**config.mk**
```make
export PLATFORM = sky130hd
export DESIGN_NAME = esco_queue
export DESIGN_NICKNAME = d
export VERILOG_FILES = /design/src/hdl/esco_pkg.sv /design/src/hdl/esco_queue.sv
export SDC_FILE = /design/constraint.sdc
export NUM_CORES = 1
export LEC_CHECK = 0
export CAP_MARGIN = 20
export CORE_MARGIN = 10
export CORE_UTILIZATION = 57
export DETAILED_ROUTE_END_ITERATION = 6
export DONT_BUFFER_PORTS = 1
export GPL_TIMING_DRIVEN = 0
export PLACE_DENSITY_LB_ADDON = 0.08
export REMOVE_ABC_BUFFERS = 1
export SLEW_MARGIN = 5
export SYNTH_ARGS = -nofsm -noshare
export SYNTH_HDL_FRONTEND = slang
export SYNTH_SLANG_ARGS = --single-unit
```
**constraint.sdc**
```tcl
create_clock -name clk_i -period 7.8 [get_ports clk_i]
set_input_delay 1.95 -clock clk_i [delete_from_list [all_inputs] [get_ports clk_i]]
set_output_delay 1.95 -clock clk_i [all_outputs]
set_load 0.1 [all_outputs]
```
**src/hdl/esco_pkg.sv**
```systemverilog
// Shared types, field widths and helpers for the empty-space cell occupancy block.
// Used by the channel interfaces and by every module of the block; depends on nothing.
`default_nettype none

package esco_pkg;

  // Field widths of the channels
  localparam int unsigned CMD_W     = 2;
  localparam int unsigned POS_W     = 6;
  localparam int unsigned IDX_W     = 8;
  localparam int unsigned VAL_W     = 8;
  localparam int unsigned SUM_W     = 11;
  localparam int unsigned CFG_W     = 7;
  localparam int unsigned CFG_IDX_W = 2;

  // Internal widths, sized for the whole legal range of MAX_DIM and GRID
  localparam int unsigned DIM_W  = 9;   // effective size, up to 256
  localparam int unsigned CRD_W  = 14;  // cell bound on one axis
  localparam int unsigned PROD_W = 15;  // (c+1)*dim + GRID-1

  // Parameter defaults
  localparam int unsigned MAX_DIM_DEF     = 64;
  localparam int unsigned GRID_DEF        = 32;
  localparam int unsigned QUEUE_DEPTH_DEF = 4;

  // Sampling stride inside a cell and the saturation level of the sum
  localparam int unsigned      STRIDE  = 3;
  localparam logic [SUM_W-1:0] SUM_MAX = '1;

  // Commands of an input item; the same codes tag queue entries
  typedef enum logic [CMD_W-1:0] {
    CMD_VOXEL = 2'd0,
    CMD_ALPHA = 2'd1,
    CMD_TEST  = 2'd2
  } cmd_e;

  // Configuration register indexes
  typedef enum logic [CFG_IDX_W-1:0] {
    REG_WIDTH  = 2'd0,
    REG_HEIGHT = 2'd1,
    REG_DEPTH  = 2'd2
  } reg_e;

  // Queue entry between front and back.
  // Test: cell bounds per axis. Voxel write: voxel coordinate in lo_*.
  // Alpha write: table index in lo_x.
  typedef struct packed {
    cmd_e             op;
    logic [CRD_W-1:0] lo_x;
    logic [CRD_W-1:0] lo_y;
    logic [CRD_W-1:0] lo_z;
    logic [CRD_W-1:0] hi_x;
    logic [CRD_W-1:0] hi_y;
    logic [CRD_W-1:0] hi_z;
    logic [VAL_W-1:0] value;
  } q_entry_t;

  // Queue fill status
  typedef struct packed {
    logic full;
    logic empty;
  } q_stat_t;

  // Size register to effective size: zero reads as 1, large values clip to max_dim
  function automatic logic [DIM_W-1:0] eff_dim(input logic [CFG_W-1:0] r,
                                               input logic [DIM_W-1:0] max_dim);
    logic [DIM_W-1:0] v;
    v = DIM_W'(r);
    if (v == '0) begin
      return DIM_W'(1);
    end
    if (v > max_dim) begin
      return max_dim;
    end
    return v;
  endfunction

endpackage

`default_nettype wire

```
**src/hdl/esco_queue.sv**
```systemverilog
// Small FIFO of decoded items between the front end and the back end.
// Depends on esco_pkg for the entry and status types.
`default_nettype none

module esco_queue #(
  parameter int unsigned DEPTH = esco_pkg::QUEUE_DEPTH_DEF
) (
  input  logic               clk_i,
  input  logic               rst_ni,
  input  logic               push_i,
  input  esco_pkg::q_entry_t entry_i,
  input  logic               pop_i,
  output esco_pkg::q_entry_t entry_o,
  output esco_pkg::q_stat_t  stat_o
);
  import esco_pkg::*;

  localparam int unsigned PTR_W = $clog2(DEPTH);
  localparam int unsigned CNT_W = $clog2(DEPTH + 1);
  localparam logic [PTR_W-1:0] LAST_PTR = PTR_W'(DEPTH - 1);

  q_entry_t         mem_q [DEPTH];
  logic [PTR_W-1:0] wr_ptr_q, wr_ptr_d;
  logic [PTR_W-1:0] rd_ptr_q, rd_ptr_d;
  logic [CNT_W-1:0] count_q, count_d;

  assign stat_o.full  = (count_q == CNT_W'(DEPTH));
  assign stat_o.empty = (count_q == '0);
  assign entry_o      = mem_q[rd_ptr_q];

  // Pointer wrap and fill count
  always_comb begin
    wr_ptr_d = wr_ptr_q;
    rd_ptr_d = rd_ptr_q;
    count_d  = count_q;
    if (push_i) begin
      wr_ptr_d = (wr_ptr_q == LAST_PTR) ? '0 : wr_ptr_q + PTR_W'(1);
    end
    if (pop_i) begin
      rd_ptr_d = (rd_ptr_q == LAST_PTR) ? '0 : rd_ptr_q + PTR_W'(1);
    end
    if (push_i && !pop_i) begin
      count_d = count_q + CNT_W'(1);
    end else if (pop_i && !push_i) begin
      count_d = count_q - CNT_W'(1);
    end
  end

  always_ff @(posedge clk_i or negedge rst_ni) begin
    if (!rst_ni) begin
      wr_ptr_q <= '0;
      rd_ptr_q <= '0;
      count_q  <= '0;
    end else begin
      wr_ptr_q <= wr_ptr_d;
      rd_ptr_q <= rd_ptr_d;
      count_q  <= count_d;
    end
  end

  always_ff @(posedge clk_i) begin
    if (push_i) begin
      mem_q[wr_ptr_q] <= entry_i;
    end
  end

endmodule

`default_nettype wire

```
* Word-level counts from Yosys, hierarchy flattened
Memories as Yosys holds them, arrays and structs flattened. Cells that the tools add are included.
Storage, ports and cells: bits in registers 7, RAM bits 376, input bits 98, output and inout bits 96, memories 1
Cells by class: add/sub/neg operators 4, eq/ne operators 3, muxes and demuxes 6, reduce and logical (&&, ||, !) cells 6
Memory list:
- mem_q | depth 4, width 94, rd ports 1, clocked after memory_dff 0, write ports 1, line esco_queue.sv:22 | q_entry_t mem_q [DEPTH];
Operators by type and width (number):
- 3-bit 2-to-1 mux | 2
- 2-bit by 1-bit adder with 2-bit output (second input constant) | 2
- 2-bit == test (second input constant) | 2
- 2-bit 2-to-1 mux | 2
- 3-bit by 1-bit adder with 3-bit output (second input constant) | 1
- 3-bit == test (second input constant) | 1
- 3-bit logical NOT | 1
- 3-bit by 1-bit subtractor with 3-bit output (second input constant) | 1
- 1-bit logical AND | 2
- 1-bit logical NOT | 2
- 1-bit 2-to-1 mux | 2
- 2-bit nonzero test | 1

* Depth between registers and ports, before layout
depth after elaboration 4, depth in mapped cells 7, mapped depth without buffers 7

* Least setup slack after synthesis
No wires, ideal clock.
path kind register -> output, start register count_q[0], end output stat_o[1] (netlist name), arrival time 2.653 ns, slack 3.197 ns, stages on the path, launching flop included 2, path buffers 0, cells stage by stage dfrtp_1 nor3b_1
RTL lines:
- from (decl) | line esco_queue.sv:25 | logic [CNT_W-1:0] count_q, count_d;
- from (signal assigned) | line esco_queue.sv:57 | count_q <= count_d;
- to (decl) | line esco_queue.sv:14 | output esco_pkg::q_stat_t stat_o

==> flow_summary.yaml <==
setup_path:
  worstSetupEndpointType: "output pin"
  startpoint_type: "register"
  path_class: "reg2out"
  critPathRequiredTime_ns: 5.85
  arrival_ns: 2.63
  path_max_fanout: 30
place:
  io_buffers: 0
  gp_congestion: 0.686
  postPlaceCellArea_um2: 14500
  hpwlAfterDp_um: 14900
  dp_cells: 841
sta:
  final-setup-viol-count: 0
  max_freq_ghz: 0.218
  hold_ws_ns: 0.511
  rsz0062_at_grt: "false"
  finClkSkew_ns: 0.00945
  layout_worst_path_cycle_share: 0.588
  worst_slew_pin_slew_ns: 0.742
  relSlewSlack: 0.505
  hold_viol_final: 0
  slew_viol_final: 0
  min_period_ns: 4.58
grt:
  grt_max_degree: 56
  grt_pass1_wl_um: 36500
  antenna_found_initial: 0
  grt_pass1_vias: 5768
  grt.total_usage: 0.155
  gr-total-overflow: 0
route:
  drt_pre_antenna_iters: 4
  viasPerCell: 5.94
  vias: 5395
  drt_iter0_drc: 353
  remaining_drc_errors: 0
  wire_per_inst_um: 26.8
  antenna_left: 0
  wl_um: 24400
logic_synthesis:
  syn_inst: 529
  seq_area_frac_synth: 0.818
  syn_area_per_cell_um2: 26.5
  yosysWarnings: 0
  yosys_register_bits: 383
  synth_top_area_frac: 0.806
  yosysTopAreaCell: "edfxtp_1"
  syn_area_um2: 14000
  synth_cell_type_count: 21
  synthTopCellsByArea: "edfxtp_1 81%, mux4_2 15%, dfrtp_1 1.2%"
cells_and_area:
  drive_above_1_share: 0.291
  area_growth_pct: 12.4
  nNetsFinal: 662
  fin_cells: 909
  antenna_cells: 0
  multi_input_area_um2: 2360
  final_core_util: 0.650
  final_cell_area_um2: 15800
  num-fill-cells: 1583
  seqCellArea_um2: 11500
job:
  drv_cap: 0
clocking:
  cts_tree: "yes"
  cts_hold_buf: 0
  htreeDepth: 2
  clk_latency_ns: 0.50
  cts_resized: 0
  clock_tree.root_cell: "clkbuf_16"
  cts_setup_buffers: 0
  cts_sinks: 383
  clk_path_buf_depth: 3
  path_clk_slew_ns: 0.06
  numCtsBuffers: 38
worst_hold_path:
  hold_class: "reg2reg"
outcome:
  outcome: "finished clean"
floorplan:
  die_y_um: 177
  rows: 57
  coreArea_um2: 24200
  dieArea_um2: 31300
  die_w_um: 177
  io_pins: 194
  start_util: 0.578
kinds of logic (layout without fill, tap and decap cells):
logic type	after synthesis	in the layout	share of synthesized area
simple gates	11	11	0.00402
buf+inv	26	82	0.0150
compound gates	2	2	0.000714
fa+ha+maj	7	7	0.00679
xor+xnor	3	3	0.00188
mux	97	97	0.153
flops	383	383	0.818
final timing paths:
check,from,end,slack (ns),cells past startpoint
setup / recovery,rd_ptr_q[0],entry_o[23],3.22,3
hold / removal,count_q[2],count_q[2],0.51,1
setup reg to reg,wr_ptr_q[0],mem_q[0][61],5.79,4
hold reg to reg,count_q[2],count_q[2],0.51,1
max in group asynchronous,rst_ni,rd_ptr_q[1],6.59,0
min in group asynchronous,rst_ni,rd_ptr_q[0],1.13,0
critical path, stage by stage (launching register included):
cell and delay [ns]:
dfrtp_4 0.69, buf_16 0.30, buf_16 0.26, mux4_2 0.83
sequential cells by signal, indices dropped and copies added (netlist names):
| signal | flops |
|---|---|
| rd_ptr_q | 2 |
| wr_ptr_q | 2 |
| count_q | 3 |
| mem_q | 376 |
cells in the mapped netlist, drive strengths merged:
| cell type | n |
|---|---|
| o21ai | 2 |
| xor2 | 2 |
| fa | 1 |
| and2 | 4 |
| inv | 4 |
| mux4 | 94 |
| xnor2 | 1 |
| ha | 6 |
| buf | 19 |
| nand2 | 2 |
| nor3 | 1 |
| nor3b | 1 |
| nor2 | 3 |
| dfrtp | 7 |
| clkbuf | 3 |
| edfxtp | 376 |
| mux2 | 3 |
through the flow:
stage	setup slack (ns)	TNS (ns)
global placement	-0.578	-51.18
global route	3.04	0
detailed placement	3.67	0
CTS	3.12	0
floorplan	1.15	0
finish	3.22	0
cell usage in the layout (no fill, tap or decap):
cell type / count
clkinv_1: 5
dfrtp_1: 5
clkbuf_1: 8
xor2_1: 2
mux2_2: 3
and2_4: 4
mux4_2: 94
nand2_1: 2
xnor2_1: 1
inv_1: 4
clkinv_4: 1
o21ai_0: 2
buf_12: 1
dfrtp_4: 2
fa_1: 1
buf_8: 2
clkbuf_8: 4
ha_1: 6
clkinv_2: 6
nor3b_2: 1
nor2_1: 3
nor3_2: 1
clkbuf_16: 41
buf_16: 7
bufinv_16: 3
edfxtp_1: 376
per-layer routing:
metal,part of all wire,global-route usage,wire [µm],vias up
met5,0,0,0,-
met4,0.016,0.0403,383,0
met3,0.11,0.0713,2630,36
met2,0.51,0.251,12400,173
met1,0.37,0.187,8920,2857
li1,-,-,-,2329
cell type report:
cell class	instances	share of cell area
Multi-Input combinational cell	120	0.150
Tap cell	324	0.0257
Sequential cell	383	0.728
Timing Repair Buffer	10	0.0154
Clock buffer	53	0.0705
Clock inverter	15	0.00937
Inverter	4	0.000953
Power is not shown: default switching activity piles up to over one toggle a cycle in this logic, so the estimate is an artifact.
