**src/hdl/esco_pkg.sv**
```systemverilog
// Shared types, field widths and helpers for the empty-space cell occupancy block.
// Used by the channel interfaces and by every module of the block; depends on nothing.
`default_nettype none

package esco_pkg;

  // Field widths of the channels
  localparam int unsigned CMD_W     = 2;
  localparam int unsigned POS_W     = 6;
  localparam int unsigned IDX_W     = 8;
  localparam int unsigned VAL_W     = 8;
  localparam int unsigned SUM_W     = 11;
  localparam int unsigned CFG_W     = 7;
  localparam int unsigned CFG_IDX_W = 2;

  // Internal widths, sized for the whole legal range of MAX_DIM and GRID
  localparam int unsigned DIM_W  = 9;   // effective size, up to 256
  localparam int unsigned CRD_W  = 14;  // cell bound on one axis
  localparam int unsigned PROD_W = 15;  // (c+1)*dim + GRID-1

  // Parameter defaults
  localparam int unsigned MAX_DIM_DEF     = 64;
  localparam int unsigned GRID_DEF        = 32;
  localparam int unsigned QUEUE_DEPTH_DEF = 4;

  // Sampling stride inside a cell and the saturation level of the sum
  localparam int unsigned      STRIDE  = 3;
  localparam logic [SUM_W-1:0] SUM_MAX = '1;

  // Commands of an input item; the same codes tag queue entries
  typedef enum logic [CMD_W-1:0] {
    CMD_VOXEL = 2'd0,
    CMD_ALPHA = 2'd1,
    CMD_TEST  = 2'd2
  } cmd_e;

  // Configuration register indexes
  typedef enum logic [CFG_IDX_W-1:0] {
    REG_WIDTH  = 2'd0,
    REG_HEIGHT = 2'd1,
    REG_DEPTH  = 2'd2
  } reg_e;

  // Queue entry between front and back.
  // Test: cell bounds per axis. Voxel write: voxel coordinate in lo_*.
  // Alpha write: table index in lo_x.
  typedef struct packed {
    cmd_e             op;
    logic [CRD_W-1:0] lo_x;
    logic [CRD_W-1:0] lo_y;
    logic [CRD_W-1:0] lo_z;
    logic [CRD_W-1:0] hi_x;
    logic [CRD_W-1:0] hi_y;
    logic [CRD_W-1:0] hi_z;
    logic [VAL_W-1:0] value;
  } q_entry_t;

  // Queue fill status
  typedef struct packed {
    logic full;
    logic empty;
  } q_stat_t;

  // Size register to effective size: zero reads as 1, large values clip to max_dim
  function automatic logic [DIM_W-1:0] eff_dim(input logic [CFG_W-1:0] r,
                                               input logic [DIM_W-1:0] max_dim);
    logic [DIM_W-1:0] v;
    v = DIM_W'(r);
    if (v == '0) begin
      return DIM_W'(1);
    end
    if (v > max_dim) begin
      return max_dim;
    end
    return v;
  endfunction

endpackage

`default_nettype wire

```
**src/hdl/esco_if.sv**
```systemverilog
// Channel interfaces of the cell occupancy block: input items, results, config writes.
// Depends on esco_pkg for the field widths.
`default_nettype none

interface esco_in_if;
  import esco_pkg::*;
  logic             valid;
  logic             ready;
  logic [CMD_W-1:0] cmd;
  logic [POS_W-1:0] pos_x;
  logic [POS_W-1:0] pos_y;
  logic [POS_W-1:0] pos_z;
  logic [IDX_W-1:0] table_index;
  logic [VAL_W-1:0] value;

  modport source (output valid, cmd, pos_x, pos_y, pos_z, table_index, value,
                  input ready);
  modport sink   (input valid, cmd, pos_x, pos_y, pos_z, table_index, value,
                  output ready);
endinterface


`default_nettype wire

```
**src/hdl/esco_front.sv**
```systemverilog
// Front end: accepts input items, drops ignored ones and turns a cell test into
// per-axis voxel bounds in two pipeline stages. Depends on esco_pkg and esco_in_if.
`default_nettype none

module esco_front #(
  parameter int unsigned MAX_DIM = esco_pkg::MAX_DIM_DEF,
  parameter int unsigned GRID    = esco_pkg::GRID_DEF
) (
  input  logic                        clk_i,
  input  logic                        rst_ni,
  esco_in_if.sink                     in_i,
  input  logic [esco_pkg::DIM_W-1:0]  dim_x_i,
  input  logic [esco_pkg::DIM_W-1:0]  dim_y_i,
  input  logic [esco_pkg::DIM_W-1:0]  dim_z_i,
  output logic                        push_o,
  output esco_pkg::q_entry_t          entry_o,
  input  esco_pkg::q_stat_t           qstat_i
);
  import esco_pkg::*;

  // Division by GRID as multiply by reciprocal; exact for numerators below 2^PROD_W
  localparam int unsigned      SHIFT   = PROD_W + $clog2(GRID);
  localparam longint unsigned  RECIP   = ((longint'(1) << SHIFT) + GRID - 1) / GRID;
  localparam int unsigned      RECIP_W = PROD_W + 1;
  localparam int unsigned      MUL_W   = PROD_W + RECIP_W;
  localparam logic [RECIP_W-1:0] RECIP_V = RECIP_W'(RECIP);
  localparam logic [PROD_W-1:0]  ROUND_V = PROD_W'(GRID - 1);

  logic [POS_W-1:0]  pos_a   [3];
  logic [DIM_W-1:0]  dim_a   [3];
  logic [PROD_W-1:0] nlo_d   [3];
  logic [PROD_W-1:0] nhi_d   [3];
  logic [MUL_W-1:0]  mul_lo  [3];
  logic [MUL_W-1:0]  mul_hi  [3];

  logic              keep;
  logic              in_range;
  logic              s1_load;
  logic              s2_load;

  logic              s1_valid_q;
  cmd_e              s1_op_q;
  logic [PROD_W-1:0] s1_nlo_q [3];
  logic [PROD_W-1:0] s1_nhi_q [3];
  logic [VAL_W-1:0]  s1_val_q;

  logic              s2_valid_q;
  q_entry_t          s2_entry_q;
  q_entry_t          s2_entry_d;

  // Stall chain: queue -> stage 2 -> stage 1 -> input
  assign push_o     = s2_valid_q && !qstat_i.full;
  assign s2_load    = !s2_valid_q || push_o;
  assign s1_load    = !s1_valid_q || s2_load;
  assign in_i.ready = s1_load;
  assign entry_o    = s2_entry_q;

  // Classify: unused command and voxel writes outside the store are dropped
  assign in_range = (DIM_W'(in_i.pos_x) < DIM_W'(MAX_DIM)) &&
                    (DIM_W'(in_i.pos_y) < DIM_W'(MAX_DIM)) &&
                    (DIM_W'(in_i.pos_z) < DIM_W'(MAX_DIM));

  always_comb begin
    case (cmd_e'(in_i.cmd))
      CMD_VOXEL: begin
        keep = in_range;
      end
      CMD_ALPHA: begin
        keep = 1'b1;
      end
      CMD_TEST: begin
        keep = 1'b1;
      end
      default: begin
        keep = 1'b0;
      end
    endcase
  end

  // Stage 1: c*dim and (c+1)*dim + GRID-1 per axis; writes carry their address
  always_comb begin
    pos_a[0] = in_i.pos_x;
    pos_a[1] = in_i.pos_y;
    pos_a[2] = in_i.pos_z;
    dim_a[0] = dim_x_i;
    dim_a[1] = dim_y_i;
    dim_a[2] = dim_z_i;
    for (int a = 0; a < 3; a++) begin
      if (cmd_e'(in_i.cmd) == CMD_TEST) begin
        nlo_d[a] = PROD_W'(pos_a[a]) * PROD_W'(dim_a[a]);
        nhi_d[a] = (PROD_W'(pos_a[a]) + PROD_W'(1)) * PROD_W'(dim_a[a]) + ROUND_V;
      end else begin
        nlo_d[a] = PROD_W'(pos_a[a]);
        nhi_d[a] = '0;
      end
    end
    if (cmd_e'(in_i.cmd) == CMD_ALPHA) begin
      nlo_d[0] = PROD_W'(in_i.table_index);
    end
  end

  always_ff @(posedge clk_i or negedge rst_ni) begin
    if (!rst_ni) begin
      s1_valid_q <= 1'b0;
    end else if (s1_load) begin
      s1_valid_q <= in_i.valid && keep;
    end
  end

  always_ff @(posedge clk_i) begin
    if (s1_load) begin
      s1_op_q  <= cmd_e'(in_i.cmd);
      s1_nlo_q <= nlo_d;
      s1_nhi_q <= nhi_d;
      s1_val_q <= in_i.value;
    end
  end

  // Stage 2: quotients by GRID give lo and hi bounds
  always_comb begin
    for (int a = 0; a < 3; a++) begin
      mul_lo[a] = MUL_W'(s1_nlo_q[a]) * MUL_W'(RECIP_V);
      mul_hi[a] = MUL_W'(s1_nhi_q[a]) * MUL_W'(RECIP_V);
    end
    s2_entry_d.op    = s1_op_q;
    s2_entry_d.value = s1_val_q;
    if (s1_op_q == CMD_TEST) begin
      s2_entry_d.lo_x = CRD_W'(mul_lo[0] >> SHIFT);
      s2_entry_d.lo_y = CRD_W'(mul_lo[1] >> SHIFT);
      s2_entry_d.lo_z = CRD_W'(mul_lo[2] >> SHIFT);
      s2_entry_d.hi_x = CRD_W'(mul_hi[0] >> SHIFT);
      s2_entry_d.hi_y = CRD_W'(mul_hi[1] >> SHIFT);
      s2_entry_d.hi_z = CRD_W'(mul_hi[2] >> SHIFT);
    end else begin
      s2_entry_d.lo_x = CRD_W'(s1_nlo_q[0]);
      s2_entry_d.lo_y = CRD_W'(s1_nlo_q[1]);
      s2_entry_d.lo_z = CRD_W'(s1_nlo_q[2]);
      s2_entry_d.hi_x = '0;
      s2_entry_d.hi_y = '0;
      s2_entry_d.hi_z = '0;
    end
  end

  always_ff @(posedge clk_i or negedge rst_ni) begin
    if (!rst_ni) begin
      s2_valid_q <= 1'b0;
    end else if (s2_load) begin
      s2_valid_q <= s1_valid_q;
    end
  end

  always_ff @(posedge clk_i) begin
    if (s2_load) begin
      s2_entry_q <= s2_entry_d;
    end
  end

endmodule

`default_nettype wire

```
**src/flat_wrapper.sv**
```systemverilog
// flat-port wrapper written by rule: the top's interface ports become plain ports
module esco_front_flat import esco_pkg::*;
#(
  parameter int unsigned MAX_DIM = esco_pkg::MAX_DIM_DEF,
  parameter int unsigned GRID    = esco_pkg::GRID_DEF
)
  (clk_i, rst_ni, dim_x_i, dim_y_i, dim_z_i, push_o, entry_o, qstat_i, in_i_valid, in_i_cmd, in_i_pos_x, in_i_pos_y, in_i_pos_z, in_i_table_index, in_i_value, in_i_ready);
  esco_in_if in_i_i ();
  input  logic clk_i;
  input  logic rst_ni;
  input  logic [esco_pkg::DIM_W-1:0] dim_x_i;
  input  logic [esco_pkg::DIM_W-1:0] dim_y_i;
  input  logic [esco_pkg::DIM_W-1:0] dim_z_i;
  output logic push_o;
  output esco_pkg::q_entry_t entry_o;
  input  esco_pkg::q_stat_t qstat_i;
  input wire logic [$bits(in_i_i.valid)-1:0] in_i_valid;
  input wire logic [$bits(in_i_i.cmd)-1:0] in_i_cmd;
  input wire logic [$bits(in_i_i.pos_x)-1:0] in_i_pos_x;
  input wire logic [$bits(in_i_i.pos_y)-1:0] in_i_pos_y;
  input wire logic [$bits(in_i_i.pos_z)-1:0] in_i_pos_z;
  input wire logic [$bits(in_i_i.table_index)-1:0] in_i_table_index;
  input wire logic [$bits(in_i_i.value)-1:0] in_i_value;
  output wire logic [$bits(in_i_i.ready)-1:0] in_i_ready;
  assign in_i_i.valid = in_i_valid;
  assign in_i_i.cmd = in_i_cmd;
  assign in_i_i.pos_x = in_i_pos_x;
  assign in_i_i.pos_y = in_i_pos_y;
  assign in_i_i.pos_z = in_i_pos_z;
  assign in_i_i.table_index = in_i_table_index;
  assign in_i_i.value = in_i_value;
  assign in_i_ready = in_i_i.ready;
  esco_front #(.MAX_DIM(MAX_DIM), .GRID(GRID)) u_core (.clk_i(clk_i), .rst_ni(rst_ni), .in_i(in_i_i), .dim_x_i(dim_x_i), .dim_y_i(dim_y_i), .dim_z_i(dim_z_i), .push_o(push_o), .entry_o(entry_o), .qstat_i(qstat_i));
endmodule
```
**config.mk**
```make
export PLATFORM = sky130hd
export DESIGN_NAME = esco_front_flat
export DESIGN_NICKNAME = d
export VERILOG_FILES = /design/src/hdl/esco_pkg.sv /design/src/hdl/esco_if.sv /design/src/hdl/esco_front.sv /design/src/flat_wrapper.sv
export SDC_FILE = /design/constraint.sdc
export NUM_CORES = 1
export LEC_CHECK = 0
export ABC_AREA = 1
export BUFFER_PORTS_ARGS = -buffer_cell sky130_fd_sc_hd__buf_2
export CORE_MARGIN = 4
export CORE_UTILIZATION = 55
export CTS_BUF_LIST = sky130_fd_sc_hd__clkbuf_8
export DETAILED_ROUTE_END_ITERATION = 7
export GPL_TIMING_DRIVEN = 0
export PLACE_DENSITY = 0.75
export SYNTH_ARGS = -nofsm -noshare
export SYNTH_HDL_FRONTEND = slang
export SYNTH_SLANG_ARGS = --single-unit
```
**constraint.sdc**
```tcl
create_clock -name clk_i -period 4.5 [get_ports clk_i]
set_input_delay 0.225 -clock clk_i [delete_from_list [all_inputs] [get_ports clk_i]]
set_output_delay 0.225 -clock clk_i [all_outputs]
set_load 0.03 [all_outputs]
```
== Word level (Yosys, flattened, before mapping) ==
Index checks and enable logic that the tools add are counted.
Cells by class
  add/subtract/negate cells: 6
  multiply operators: 6
  div/mod/pow operators: 0
  magnitude comparators: 0
  eq/ne operators: 3
  shift operators: 0
  mux-type cells: 6
  bitwise logic cells: 1
  reductions and logical operators: 10
Operator list (number)
  $mux 80: 1
  $add 15x5->15 const B: 3
  $mul 15x9->15: 3
  $mul 6x9->15: 3
  $add 6x1->7 const B: 3
  $mux 8: 2
  $mux 6: 2
  $eq 2x2->1 const B: 2
  $logic_not 1->1: 3
  $reduce_or 3->1: 1
  $eq 2x1->1 const B: 1
  $logic_and 1x1->1: 2
  $logic_not 2->1: 1
  $logic_or 1x1->1: 2
  $reduce_or 2->1: 1
  $mux 1: 1
  $not 1->1: 1
Word-level totals
  register bits: 196
  latch bits: 0
  RAM bits: 0
  bits in read-only memories: 0
  memories: 0

== Logic depth before layout (Yosys ltp) ==
Gate-level depths: netlist of the first run.
  word-level depth: 4
  depth in mapped cells: 24
  gate-level depth less buffers: 24

== Least setup slack after synthesis of the first run ==
No wires, ideal clock.
  kind: input port to flip-flop
  from: input in_i_pos_x[0]
  to: register u_core.s1_nhi_q[41] (netlist name) (data pin)
  arrival: 3.998 ns
  required time: 4.247 ns
  path slack: 0.249 ns
  stages on the path: 21
  buffers on the path: 1
  cells stage by stage: buf_4 -> nand4_1 -> nor2_2 -> xor2_2 -> nor2_1 -> fa_1 -> inv_1 -> fa_1 -> inv_1 -> fa_1 -> inv_1 -> fa_1 -> inv_1 -> ha_1 -> nand2_1 -> nor2_1 -> nand2_1 -> o211ai_1 -> nand2_1 -> nand2_1 -> nor2_1
On the way
  word-level cells in the longest chain between the ends: 3
RTL lines
  from (decl): RTL line flat_wrapper.sv:19  | input wire logic [$bits(in_i_i.pos_x)-1:0] in_i_pos_x;
  $add 6x1->7: RTL line esco_front.sv:91  | nhi_d[a] = (PROD_W'(pos_a[a]) + PROD_W'(1)) * PROD_W'(dim_a[a]) + ROUND_V;
  $mul 15x9->15: RTL line esco_front.sv:91
  $add 15x5->15: RTL line esco_front.sv:91
  to (signal assigned): RTL line esco_front.sv:114  | s1_nhi_q <= nhi_d;
  to (decl): RTL line esco_front.sv:44  | logic [PROD_W-1:0] s1_nhi_q [3];
Every way passes these cells.
A chain may end at the register's enable or synchronous reset.

== Worst setup path in the final report of the first run ==
  from: input in_i_pos_x[1]
  to: register u_core.s1_nhi_q[41] (netlist name) (data pin)
The elaborated chain is that of the path after synthesis.

==> impl_metrics.ini, run 1 <==
[sta]
hold_viol = 0
period_needed_ns = 4.321
fin_ws_ns = 0.1788
tightest_slew_ns = 0.8378
whs_ns = 0.03520
finalSetupTns_ns = 0
fin_skew_ns = 0.02309
max-slew-margin-rel = 0.4394
slew_viol_final = 0
fin_crit_sh = 0.9603
setup_viol = 0
fmax_ghz = 0.2314

[worst_setup_path]
crit_path_end = u_core.s1_nhi_q[41]
cp-startpoint = in_i_pos_x[1]
setup.worst_path.class = in2reg
cp.required_ns = 4.74
cp.arrival_ns = 4.57
r2r_slack_ns = 2.25
reg2reg_from = u_core.s1_op_q[0]
critPathLaunchType = input port
r2r_cells = 4
crit_path_end_kind = flip-flop
worst-path-max-fanout = 10
r2r-end = u_core.entry_o[79]

[pwr]
powerDensity_nw_per_um2 = 412.8
p_leak_nw = 10.93
seq_power_share = 0.273
switching_share = 0.4878
total_power_w = 0.008322
p_clk_frac = 0.138
max-vdd-ir-drop_mv = 0.2348
p_switching_w = 0.004059
internal_power_w = 0.004262
combPwrFrac = 0.589

[logic_synthesis]
ys_ff_latch = 169
yosys-top-cells-area = edfxtp_1 (28%), fa_1 (22%), ha_1 (12%), inv_1 (11%), nand2_1 (11%)
yosysUniqueCellTypes = 44
async_flop_share = 0.01183
synth_edf_count = 167
syn_area_um2 = 18210
yosysTopAreaCellShare = 0.2754
synth_top_cell_by_area = edfxtp_1
ys_seq_area_frac = 0.2781
synth_cells = 2233
ys.flop_type = edfxtp_1
syn_avg_cell_area_um2 = 8.156
yosysWarnings = 0

[finish]
fin_nets = 2841
final_common_cell = inv_1
area_growth_pct = 10.68
drive_above_1_share = 0.1004
fillCellCount = 2825
design_area_um2 = 20160
final_cell_mix = inv_1 (517), nand2_1 (510), nor2_1 (259)

[global_route]
grt_max_degree = 65
grt.total_usage = 0.2524
grt_first_pass_wirelength_um = 73440
gr-total-overflow = 0
grt_pass1_vias = 14870
antenna_found_initial = 1

[placement]
dp_hpwl_um = 35670
place_congestion = 0.9246
post_dp_cell_area_um2 = 19510
pre_cts_slack_ns = -0.5273
io_buffers = 126

[status]
status = complete, no violations

[die]
initial_core_util = 0.5583
fp.dieW_um = 190.0
row_count = 66
core_um2 = 32620
die-area_um2 = 36090
num_io_pins = 164
die_h_um = 190.0

[drt]
num_vias = 14860
drcViolationCount = 0
viasPerCell = 5.189
postRouteAntennaNets = 0
drt_first_pass_iters = 5
dr.first_iter.drc_count = 1231
wl_um = 44290
wl_per_cell_um = 15.47

[worst_hold_path]
min_path_type = in2reg

[clocking]
clock_latency_ns = 0.48
clockBufferDepth = 2
cts.sinks = 169
root_buffer = clkbuf_8
cts_tree = yes
numCtsBuffers = 17
cts.clk_slew.worst_paths_ns = 0.10
ctsHtreeMaxLevel = 4

[job]
max_cap_violations = 0
[through the flow]
| stage | instances | util |
|---|---|---|
| 6_report | 2863 | 0.6180 |
| 3_3_place_gp | 2812 | 0.5959 |
| 5_1_grt | 2863 | 0.6180 |
| 3_5_place_dp | 2814 | 0.5982 |
| 2_1_floorplan | 2244 | - |
| 4_1_cts | 2858 | 0.6149 |
[worst min path at each step]
stage	from	to	slack [ns]	depth (start not counted)
3_5_place_dp	rst_ni	u_core.s1_valid_q	0.01	1
2_1_floorplan	rst_ni	u_core.s1_valid_q	-0.07	0
6_report	in_i_table_index[0]	u_core.s1_nlo_q[30]	0.04	3
4_1_cts	in_i_table_index[0]	u_core.s1_nlo_q[30]	0.005	3
5_1_grt	in_i_table_index[0]	u_core.s1_nlo_q[30]	0.02	3
3_3_place_gp	rst_ni	u_core.s2_valid_q	0.01	1
[synth_stat cells, types with 3 or more instances]
cell and n:
a21oi_1 97, buf_4 17, nand4_1 9, xor2_1 4
nor2_2 3, nand2_1 517, inv_1 519, nor3_1 7
o21ai_0 82, nor2_1 262, ha_1 168, nor2_4 3
o21bai_1 5, inv_2 5, xnor2_1 6, o21a_1 9
fa_1 198, a31oi_1 3, clkbuf_1 45, o211ai_1 7
nand2b_1 3, edfxtp_1 167, buf_2 18, nand3_1 52
[worst max-delay path, stage by stage]
cell	delay [ns]
buf_2	0.10
clkbuf_4	0.21
inv_1	0.08
o31ai_1	0.30
nand2_2	0.19
inv_1	0.12
nand2_1	0.07
fa_1	0.47
fa_1	0.56
inv_1	0.05
fa_1	0.47
inv_1	0.04
fa_1	0.47
inv_1	0.04
ha_2	0.37
nand2_1	0.12
nor2_1	0.17
nand2_1	0.07
o211ai_1	0.22
nand2_1	0.10
nand2_1	0.07
nor2_1	0.04
[metal layers]
layer | global-route usage | vias to the layer above | share of wire
met2 | 0.4114 | 605 | 0.45
li1 | - | 7117 | -
met5 | 0 | - | 0
met3 | 0.03394 | 90 | 0.078
met4 | 0.08041 | 0 | 0.031
met1 | 0.3538 | 7043 | 0.44
[cells by family (layout without fill, tap and decap cells)]
kind of cell / after synthesis / count (layout) / synth area share
AND/OR/NAND/NOR: 868 / 868 / 0.1895
AO/OA/AOI/OAI: 211 / 211 / 0.06293
other: 1 / 13 / 0.0002059
flip-flops: 169 / 169 / 0.2781
adder cells (fa/ha/maj): 366 / 366 / 0.3331
buffers and inverters: 607 / 783 / 0.1305
XOR/XNOR: 11 / 11 / 0.005702
[flip-flops by register name, indices dropped and copies added, names as in the netlist]
signal,cells
u_core.entry_o,82
u_core.s1_nhi_q,30
u_core.s1_nlo_q,45
u_core.s1_op_q,2
u_core.s1_val_q,8
u_core.s1_valid_q,1
u_core.s2_valid_q,1
[timing repair]
item                                    CTS  global route
endpoints found under the setup margin    1            18
pin swaps                                 0             6
setup buffers                             0             4
hold buffers                             12             0
gates resized for setup                   1            25
hold endpoints to repair                 13             0
[power groups by stage]
| stage | Clock (W) | Combinational (W) | Sequential [W] |
|---|---|---|---|
| final | 0.00115 | 0.00490 | 0.00227 |
| after global routing | 0.00123 | 0.00564 | 0.00230 |
| after detailed placement | 0 | 0.00477 | 0.00231 |
| after CTS | 0.00117 | 0.00483 | 0.00227 |
| after floorplan | 0 | 0.00336 | 0.00254 |
| after global placement | 0 | 0.00464 | 0.00231 |
[area by class of cell]
class                   count  area [µm²]  share of cell area
repair buffers            144       835.8             0.04147
diodes                      1       2.502           0.0001241
clock buffers              17       234.0             0.01161
inverters                 526        1979             0.09820
well taps                 442       553.0             0.02744
plain buffers              81       404.1             0.02005
flip-flops and latches    169        5065              0.2513
multi-input cells        1468       10900              0.5405
clock inverters            15       187.7            0.009311
(Power assumes the default switching activity.)
==> run 2: changes to the inputs <==
--- a/config.mk
+++ b/config.mk
@@ -8,2 +8,3 @@
 export ABC_AREA = 1
+export ABC_CLOCK_PERIOD_IN_PS = 4500
 export BUFFER_PORTS_ARGS = -buffer_cell sky130_fd_sc_hd__buf_2
==> constraint.sdc (replaced) <==
create_clock -name clk_i -period 4.5 [get_ports clk_i]
set_input_delay 0.45 -clock clk_i [delete_from_list [all_inputs] [get_ports clk_i]]
set_output_delay 0.45 -clock clk_i [all_outputs]
set_load 0.03 [all_outputs]
==> impl_metrics.ini, run 2 (synthesized netlist as in run 1, its figures left out) <==
[sta]
max-slew-margin-rel = 0.4585
slew_viol_final = 0
hold_viol = 0
fmax_ghz = 0.2294
fin_skew_ns = 0.02236
setup_viol = 0
tightest_slew_ns = 0.8093
fin_crit_sh = 0.9688
period_needed_ns = 4.359
whs_ns = 0.1328

[die]
die_h_um = 190.0
initial_core_util = 0.5583
core_um2 = 32620
num_io_pins = 164
fp.dieW_um = 190.0
row_count = 66
die-area_um2 = 36090

[global_route]
grt.total_usage = 0.2520
grt_max_degree = 65
gr-total-overflow = 0
grt_pass1_vias = 14840
antenna_found_initial = 0
grt_first_pass_wirelength_um = 73340

[clocking]
ctsHtreeMaxLevel = 4
clock_latency_ns = 0.49
clockBufferDepth = 2
numCtsBuffers = 17
cts_tree = yes
root_buffer = clkbuf_8
cts.sinks = 169
cts.clk_slew.worst_paths_ns = 0.11

[worst_setup_path]
cpMaxStageDelayCell = fa_1
cp.arrival_ns = 4.61
critPathLaunchType = input port
setup.worst_path.class = in2reg
cp.required_ns = 4.75
crit_buf_inv = 7
max_stage_delay_ns = 0.50
crit_path_end_kind = flip-flop
cp_top_family = adder cells
worst-path-max-fanout = 10
path_cells = buf_2 > buf_2 > inv_2 > nor2_2 > xor2_4 > nor2_2 > fa_1 > inv_1 > fa_1 > inv_1 > fa_1 > inv_1 > fa_1 > inv_1 > ha_4 > nand2_2 > nor2_2 > nand2_1 > o211ai_1 > nand2_1 > nand2_1 > nor2_1

[finish]
area_growth_pct = 11.82
drive_above_1_share = 0.1193
largest_register_ffs = 82
fillCellCount = 2799
layoutNonFillerInstCount = 2864
design_area_um2 = 20370
fin_util = 0.6244
fin_nets = 2843
final_common_cell = inv_1
antenna_cells = 0
final_cell_mix = inv_1 (515), nand2_1 (504), nor2_1 (256)

[drt]
wl_per_cell_um = 15.65
num_vias = 14970
viasPerCell = 5.227
postRouteAntennaNets = 0
wl_um = 44810
drt_first_pass_iters = 5
dr.first_iter.drc_count = 1227
drcViolationCount = 0

[pwr]
max-vdd-ir-drop_mv = 0.2629
powerDensity_nw_per_um2 = 425.1
p_leak_nw = 10.97

[placement]
place_congestion = 0.9246
post_dp_cell_area_um2 = 19510
place_inst = 2814
dp_hpwl_um = 35670
io_buffers = 126

[worst_hold_path]
min_path_type = in2reg

[status]
status = complete, no violations

[job]
max_cap_violations = 0
-- run 2: final cells by class --
type                       instances  area, µm²  area share
multi-input combinational       1468      11100      0.5449
sequential                       169       5065      0.2487
inverter                         526       1979     0.09719
timing repair buffer             148      838.3     0.04116
tap                              442      553.0     0.02715
buffer                            79      411.6     0.02021
clock buffer                      17      234.0     0.01149
clock inverter                    15      187.7    0.009215
-- run 2: worst paths after layout --
path                                     from                   to  slack (ns)  cells past startpoint
max                             in_i_pos_x[4]  u_core.s1_nhi_q[41]        0.14                     22
min                             in_i_value[0]   u_core.s1_val_q[0]        0.13                      1
max reg2reg                 u_core.s1_op_q[0]   u_core.entry_o[79]        2.22                      4
min reg2reg                u_core.s1_val_q[6]    u_core.entry_o[6]        0.44                      0
max in group asynchronous              rst_ni    u_core.s1_valid_q        4.14                      2
min in group asynchronous              rst_ni    u_core.s2_valid_q        0.27                      2
-- run 2: metal layers --
metal	global-route usage	share of wire	wire (µm)	vias to the layer above
li1	-	-	-	7127
met1	0.3522	0.43	19370	7107
met2	0.4107	0.46	20390	636
met3	0.03541	0.082	3656	101
met4	0.08069	0.031	1391	0
met5	0	0	0	-
-- run 2: where the power goes --
part | internal [W] | leakage, nW | switching [W] | total, W
sequential | 0.00215 | 1.83 | 0.000120 | 0.00227
combinational | 0.00187 | 8.93 | 0.00336 | 0.00523
clock | 0.000433 | 0.208 | 0.000720 | 0.00115
total | 0.00446 | 11.0 | 0.00420 | 0.00866
-- run 2: what timing repair did --
action / 4_1_cts / 5_1_grt
setup buffers: 2 / 17
pin swaps: 2 / 14
endpoints found under the hold margin: 2 / 0
gates cloned: 0 / 0
hold buffers: 1 / 0
gates resized for setup: 13 / 65
endpoints found under the setup margin: 11 / 22
-- run 2: stage by stage --
stage	TNS [ns]	worst slack (ns)	power, W
floorplan	0	0.02422	0.005900
global placement	-51.51	-0.7107	0.006957
detailed placement	-11.73	-0.7523	0.007076
CTS	0	0.007444	0.008309
global route	-0.1901	-0.05931	0.009506
finish	0	0.1406	0.008658
==> run 3: changes to the inputs <==
- GPL_TIMING_DRIVEN: 0 -> unset
==> impl_metrics.ini, run 3 (synthesized netlist as in run 1, its figures left out) <==
[worst_setup_path]
worst-path-max-fanout = 5
crit_path_end_kind = flip-flop
cp.arrival_ns = 4.54
cp.required_ns = 4.75
critPathLaunchType = input port
setup.worst_path.class = in2reg

[placement]
dp_hpwl_um = 34380
post_dp_cell_area_um2 = 20210
pre_cts_slack_ns = -0.3573
io_buffers = 150
place_congestion = 0.9465

[sta]
period_needed_ns = 4.293
slew_viol_final = 0
fin_ws_ns = 0.2069
fmax_ghz = 0.2329
max-slew-margin-rel = 0.2889
hold_viol = 0
fin_crit_sh = 0.9540
setup_viol = 0
finalSetupTns_ns = 0
fin_skew_ns = 0.02071
tightest_slew_ns = 1.065
whs_ns = 0.1242

[pwr]
p_clk_frac = 0.131
p_leak_nw = 11.37
total_power_w = 0.008795
switching_share = 0.4696
seq_power_share = 0.258
internal_power_w = 0.004665
max-vdd-ir-drop_mv = 0.2888
combPwrFrac = 0.611
powerDensity_nw_per_um2 = 423.6
p_switching_w = 0.004130

[clocking]
numCtsBuffers = 17
root_buffer = clkbuf_8
clock_latency_ns = 0.49
ctsHtreeMaxLevel = 4
cts.clk_slew.worst_paths_ns = 0.12
cts.sinks = 169
clockBufferDepth = 2
cts_tree = yes

[finish]
design_area_um2 = 20760
final_common_cell = inv_1
multiInputGateArea_um2 = 10940
drive_above_1_share = 0.1482
fin_nets = 2904
final_cell_mix = inv_1 (517), nand2_1 (511), nor2_1 (259)
area_growth_pct = 14.01
seqCellArea_um2 = 5065
largest_register_ffs = 82
fillCellCount = 2754

[die]
initial_core_util = 0.5583
row_count = 66
num_io_pins = 164
core_um2 = 32620
fp.dieW_um = 190.0
die-area_um2 = 36090
die_h_um = 190.0

[global_route]
grt.total_usage = 0.2430
grt_max_degree = 66
gr-total-overflow = 0
antenna_found_initial = 1
grt_pass1_vias = 14980
grt_first_pass_wirelength_um = 71620

[drt]
drt_first_pass_iters = 6
viasPerCell = 5.085
num_vias = 14880
drcViolationCount = 0
wl_per_cell_um = 14.52
postRouteAntennaNets = 0
dr.first_iter.drc_count = 1035
wl_um = 42500

[job]
max_cap_violations = 0

[status]
status = complete, no violations

[worst_hold_path]
min_path_type = in2reg
[run 3: cell types whose count changed in the layout (fill, tap and decap cells not counted), sizes merged]
cell / previous run / this run
buf: 182 / 287
clkbuf: 61 / 17
clkinv: 6 / 8
clkinvlp: 1 / 0
diode: 0 / 1
inv: 534 / 533
[run 3: worst max-delay path: stages]
cell and delay (ns):
buf_2 0.12, ha_1 0.21, buf_4 0.14, xor2_1 0.21
inv_2 0.11, nor2_1 0.17, fa_1 0.48, fa_1 0.51
fa_1 0.49, inv_1 0.05, fa_1 0.47, inv_1 0.05
ha_1 0.34, a21oi_1 0.19, o21ai_0 0.17, a21oi_2 0.20
nand3_1 0.10, nand2_1 0.06, nor2_1 0.04
[run 3: path summary, 6_finish.rpt]
path / start / to / slack [ns] / cells past startpoint
setup / recovery: in_i_pos_y[0] / u_core.s1_nhi_q[28] / 0.21 / 19
hold / removal: in_i_value[1] / u_core.s1_val_q[1] / 0.12 / 1
setup reg to reg: u_core.s1_op_q[0] / u_core.entry_o[53] / 1.96 / 4
hold reg to reg: u_core.s1_val_q[5] / u_core.entry_o[5] / 0.43 / 0
max in group asynchronous: rst_ni / u_core.s1_valid_q / 4.14 / 2
min in group asynchronous: rst_ni / u_core.s2_valid_q / 0.27 / 2
[run 3: area by class of cell]
class	instances	share of cell area
repair buffers	288	0.08617
multi-input cells	1468	0.5270
diodes	1	0.0001205
clock inverters	15	0.009581
flip-flops and latches	169	0.2439
clock buffers	17	0.01127
inverters	526	0.09532
well taps	442	0.02663
[run 3: metrics by stage]
stage / util / std cells
floorplan: - / 2244
global placement: 0.6197 / 2891
detailed placement: 0.6197 / 2891
CTS: 0.6333 / 2924
global route: 0.6366 / 2926
finish: 0.6366 / 2926
[run 3: metal layers]
metal	track usage	part of all wire	up-vias
met4	0.07040	0.024	0
met2	0.3923	0.46	549
li1	-	-	7244
met5	0	0	-
met3	0.03358	0.072	73
met1	0.3464	0.45	7014
[run 3: timing repair]
item	CTS	global route
hold endpoints to repair	2	0
setup buffers	0	1
resized for setup	0	24
endpoints found under the setup margin	0	18
hold buffers	1	0
[run 3: power groups by stage]
stage | registers (W) | clock network (W) | logic, W
after detailed placement | 0.00231 | 0 | 0.00517
after floorplan | 0.00254 | 0 | 0.00336
after CTS | 0.00227 | 0.00118 | 0.00521
after global routing | 0.00230 | 0.00125 | 0.00618
after global placement | 0.00230 | 0 | 0.00503
final | 0.00227 | 0.00115 | 0.00537
